$ cat config.mk
export PLATFORM = sky130hd
export DESIGN_NAME = sfc_coef_table
export DESIGN_NICKNAME = d
export VERILOG_FILES = /design/src/design/sfc_pkg.sv /design/src/design/sfc_coef_table.sv
export SDC_FILE = /design/constraint.sdc
export NUM_CORES = 1
export LEC_CHECK = 0
export ABC_CLOCK_PERIOD_IN_PS = 3200
export BUFFER_PORTS_ARGS = -buffer_cell sky130_fd_sc_hd__buf_2
export CORE_AREA = 2 2 262 264
export CTS_CLUSTER_SIZE = 24
export DETAILED_ROUTE_END_ITERATION = 8
export DIE_AREA = 0 0 264 266
export MAX_ROUTING_LAYER = met4
export PLACE_DENSITY_LB_ADDON = 0.25
export SYNTH_ARGS = -nofsm -noshare
export SYNTH_HDL_FRONTEND = slang
export SYNTH_SLANG_ARGS = --single-unit
$ cat constraint.sdc
create_clock -name clk -period 3.2 [get_ports clk]
set_input_delay 0.32 -clock clk [delete_from_list [all_inputs] [get_ports clk]]
set_output_delay 0.32 -clock clk [all_outputs]
set_load 0.02 [all_outputs]
$ cat src/design/sfc_pkg.sv
package sfc_pkg;

  // Fixed field widths.
  localparam int WORD_W      = 32;
  localparam int CLIP_W      = 31;
  localparam int RAD_W       = 31;
  localparam int IDX_W       = 5;
  localparam int CFG_IDX_W   = 2;
  localparam int PROD_W      = 2 * WORD_W;
  localparam int TABLE_WORDS = 20;

  localparam int DEF_FRAC_BITS = 16;

  // Default clip distances: near is one tenth, far is three hundred units.
  localparam int NEAR_DEF_DIV  = 10;
  localparam int FAR_DEF_UNITS = 300;

  // Item opcodes.
  localparam logic OP_LOAD = 1'b0;
  localparam logic OP_TEST = 1'b1;

  // Configuration register indexes.
  localparam logic [CFG_IDX_W-1:0] REG_NEAR = 2'd0;
  localparam logic [CFG_IDX_W-1:0] REG_FAR  = 2'd1;

  // Table slot layout.
  localparam int SLOT_MX     = 0;
  localparam int SLOT_MY     = 4;
  localparam int SLOT_MZ     = 8;
  localparam int SLOT_LEFT   = 12;
  localparam int SLOT_RIGHT  = 14;
  localparam int SLOT_TOP    = 16;
  localparam int SLOT_BOTTOM = 18;
  localparam int ROW_STRIDE  = 4;

  typedef logic signed [WORD_W-1:0] word_t;
  typedef logic signed [PROD_W-1:0] prod_t;

  // Travels alongside each test item through the pipeline.
  typedef struct packed {
    logic             valid;
    logic [RAD_W-1:0] radius;
  } tag_t;

  // Side-plane coefficients captured for one test item.
  typedef struct packed {
    word_t la;
    word_t lc;
    word_t ra;
    word_t rc;
    word_t tb;
    word_t tc;
    word_t bb;
    word_t bc;
  } planes_t;

endpackage

$ cat src/design/sfc_coef_table.sv
module sfc_coef_table (
  input  logic                      clk,
  input  logic                      rst,
  input  logic                      we,
  input  logic [sfc_pkg::IDX_W-1:0] idx,
  input  sfc_pkg::word_t            value,
  output sfc_pkg::word_t            words [sfc_pkg::TABLE_WORDS]
);
  import sfc_pkg::*;

  // Slots beyond the table are silently dropped.
  always_ff @(posedge clk) begin
    for (int i = 0; i < TABLE_WORDS; i++) begin
      if (we && (idx == IDX_W'(i))) begin
        words[i] <= value;
      end
    end
  end

  a_write_lands: assert property (@(posedge clk) disable iff (rst)
    (we && (idx < IDX_W'(TABLE_WORDS))) |=> (words[$past(idx)] == $past(value)))
    else $error("coefficient write did not land");

endmodule

=== After elaboration in Yosys (flattened, before gate mapping) ===
Cells that the tools add are included.

* Logic and storage cells: 60
* Bits in registers: 640
* Input port bits: 40
* Output and inout port bits: 640

* Equal/unequal tests: 19
* Reductions and logical operators: 21

{| class="wikitable"
|+ Operator list
! operator !! count
|-
| $eq A5 B4 Y1 const B || 8
|-
| $eq A5 B3 Y1 const B || 4
|-
| $eq A5 B5 Y1 const B || 4
|-
| $logic_and A1 B1 Y1 || 20
|-
| $eq A5 B2 Y1 const B || 2
|-
| $eq A5 B1 Y1 const B || 1
|-
| $logic_not A5 Y1 || 1
|}

=== Logic depth before layout (Yosys ltp) ===
* Depth after elaboration: 2
* Mapped depth: 2
* Depth with buffers taken out: 2

=== Worst setup path before layout ===
No wires, ideal clock.

* Path type: in2reg
* Start: in idx[2] in the netlist's numbering
* End: reg words[32] in the netlist's numbering (enable)
* Data required time: 2.732 ns
* Setup time: 0.468 ns
* Stages: 2
* Arrival time: 3.002 ns
* Path buffers: 0
* Path slack: -0.270 ns
* Cells stage by stage: nand4bb_1 -> nor3b_1

* Longest elaborated chain between the ends: 2

{| class="wikitable"
|+ Ends and longest elaborated chain
! what !! line !! text
|-
| from (decl) || sfc_coef_table.sv:5 || <nowiki>input logic [sfc_pkg::IDX_W-1:0] idx,</nowiki>
|-
| $eq A5 B5 Y1 || sfc_coef_table.sv:14 || <nowiki>if (we && (idx == IDX_W'(i))) begin</nowiki>
|-
| $logic_and A1 B1 Y1 || sfc_coef_table.sv:14 ||
|-
| to (signal, indexed assignment) || sfc_coef_table.sv:15 || <nowiki>words[i] <= value;</nowiki>
|-
| to (decl) || sfc_coef_table.sv:7 || <nowiki>output sfc_pkg::word_t words [sfc_pkg::TABLE_WORDS]</nowiki>
|}

No other way between the ends.
A chain may end at the register's enable or synchronous reset.

=== Worst setup path after layout ===
* Start: in idx[0] in the netlist's numbering
* End: reg words[624] in the netlist's numbering (enable)

* Longest elaborated chain between the ends: 2

{| class="wikitable"
|+ Ends and longest elaborated chain
! what !! line
|-
| $logic_not A5 Y1 || sfc_coef_table.sv:14
|-
| $logic_and A1 B1 Y1 || sfc_coef_table.sv:14
|}

No other way between the ends.

==> metrics <==
status finished clean; fin nets 1,494; post-synthesis xor/xnor area fraction 0%; Post-Synth Simple-Gate Area 0.878%; top-count cell post-synth edfxtp_1; Synth Area in Compound Gates 0%; Hold Path Depth 1; Tmin final 1.76 ns; Starting Density around 29%; maximum vdd drop 0.476 mV; #FFs+latches synth 640; Die X roughly 260 µm; Slew headroom 44.8%; cell chain of the critical path buf_2 -> or4b_4 -> nor3_4 -> buf_12; Top delay family on crit path simple AND/OR/NAND/NOR gates; CP max FO 13; DRC Markers 0; Finish-stage setup viols 0; worst-case clock buffer depth 3; drt initial violations about 950; total power 17.4 mW; max reg flops 640; main combinational cell family by area after synthesis simple AND/OR/NAND/NOR gates; final max-slew violation count 0; post-synthesis adder-cell area fraction 0%; Final Hold Vio Count 0; slowest cell on the critical path nor3_4; Yosys top cell by area edfxtp_1; initial antenna violation count 7; setup bufs post-CTS 0; slowest stage delay, CP 0.66 ns; Site Rows 96; element type at the critical path end flip-flop; post-route ant nets 0; gr ovfl total 0; PostCTS Resize Cnt 0; max frequency 569 MHz; leak pwr between 9 and 10 nW; number of synthesized flops with an enable pin 640; TritonCTS buffer count 68; Placed Instances roughly 2.3k; GPL Wtd Cong just under 0.8; Synthesized Nets 709; vias in the first global route around 10k; crit path buf inv count 2; vias per cell ~4.4; H-tree depth 3; Syn Inst Count around 670; critical path required time 3.48 ns; first-pass GRT wire length 83.3 mm; detail-routed net length per standard cell around 26 µm; Critical Path AT between 2 and 2.5 ns; Clock Sinks 640; Yosys warning count 0; Pwr per Cell Area 654 mW/mm²; Detailed Routing Iterations Pass 1 7; Synth cell types 10; Post-synth top cells edfxtp_1 (640), nor2_1 (13), nor3_1 (4); startpoint types input port; Root Buffer clkbuf_16; IO Pins 680; Non-Filler Instances 2,388; Syn Std Cell Area 0.0194 mm²; GRT Resource Usage Total 17.7%; Core ar. 0.0677 mm²; DP HPWL 41.6 mm; mux contribution to synthesized area 0%; share of the synthesized area in the top cell type approximately 99%; largest net degree at the start of global routing 30; clk slew on worst S/H paths 0.06 ns; Die Y around 270 µm; largest reg by FF count words; Seq/Total Area, Yosys between 90 and 100%; vias after detailed routing 10.4k; Hold-fix buffers, CTS 0; RSZ-0062 raised after global routing no; Hold Path Class input port to flip-flop; ratio of cells with drive above 1 in the final layout 54.7%; Worst Tran Pin Value 0.826 ns; DP Worst Slack 0.779 ns; Buffers on Ports 678; worst setup margin 1.44 ns; Synth Flop Type edfxtp_1; DIE AREA 0.0702 mm²; routed wire length 62.9 mm; asr flop ratio synth 0%; Synth Area per Inst 29.0 µm²; final period utilization 54.9%; Regs by FF count words (640); Levels on crit path 4; CP Class input port to flip-flop; MaxCap Viol Count 0; top post-synthesis cells by area edfxtp_1 (99%), nor2_1 (0.25%), nand4bb_1 (0.17%), nor3_1 (0.10%), nor3b_1 (0.077%); P&R area growth vs syn 37.1%; TritonCTS clock tree built
[cells by family after synthesis]
logic type    count (synthesis)
simple gates                 29
flops                       640
[power breakdown]
group          total, mW  switching, mW  internal [mW]
sequential          9.35         0.0225           9.33
clock               7.60           3.19           4.41
combinational      0.448          0.360         0.0879
[metal layers]
layer	track usage [%]	wire (µm)	share of wire (%)	vias up
met5	-	0	0	-
met4	5.08	1330	2.1	0
met3	4.71	4700	7.5	93
met2	28.9	31800	51	495
met1	21.6	25100	40	5502
li1	-	-	-	4319
[final timing paths]
path	endpoint	start	slack, ns
worst max-delay path	words[624]	idx[0]	1.44
worst min-delay path	words[315]	value[27]	0.14
[final cells by class]
type / instances / area, µm²
Antenna cell: 5 / 12.5
Timing Repair Buffer: 715 / 3770
Tap cell: 882 / 1100
Multi-Input combinational cell: 29 / 323
Clock buffer: 86 / 1790
Fill cell: 6275 / 41200
Clock inverter: 31 / 357
Sequential cell: 640 / 19200
[stage by stage]
stage | instance area (µm²) | TNS [ns] | hold slack (ns) | util, %
3_3_place_gp | 24400 | 0 | 0.741 | 36.0
5_1_grt | 26600 | 0 | 0.118 | 39.2
3_5_place_dp | 24400 | 0 | 0.750 | 36.0
4_1_cts | 26600 | 0 | 0.0847 | 39.2
6_report | 26600 | 0 | 0.142 | 39.2
2_1_floorplan | 19400 | -18.33 | 0.419 | -
[cell usage in the layout (no fill, tap or decap)]
cell / netlist / layout
nor3_4: 0 / 4
nand4b_1: 1 / 1
clkinv_1: 0 / 15
buf_2: 0 / 678
inv_8: 0 / 1
nand4bb_1: 3 / 3
clkinv_2: 0 / 3
clkbuf_1: 0 / 17
clkinv_16: 0 / 2
bufinv_16: 0 / 5
nor3_2: 1 / 1
buf_4: 0 / 29
edfxtp_1: 640 / 640
nor2_4: 0 / 13
nand2b_1: 2 / 2
clkinvlp_4: 0 / 2
diode_2: 0 / 5
nand2_1: 2 / 2
nor3b_2: 0 / 2
buf_12: 0 / 8
inv_16: 0 / 2
clkbuf_16: 0 / 69
inv_6: 0 / 1
or4b_4: 1 / 1
No activity file was read; power rests on OpenSTA's default activity.
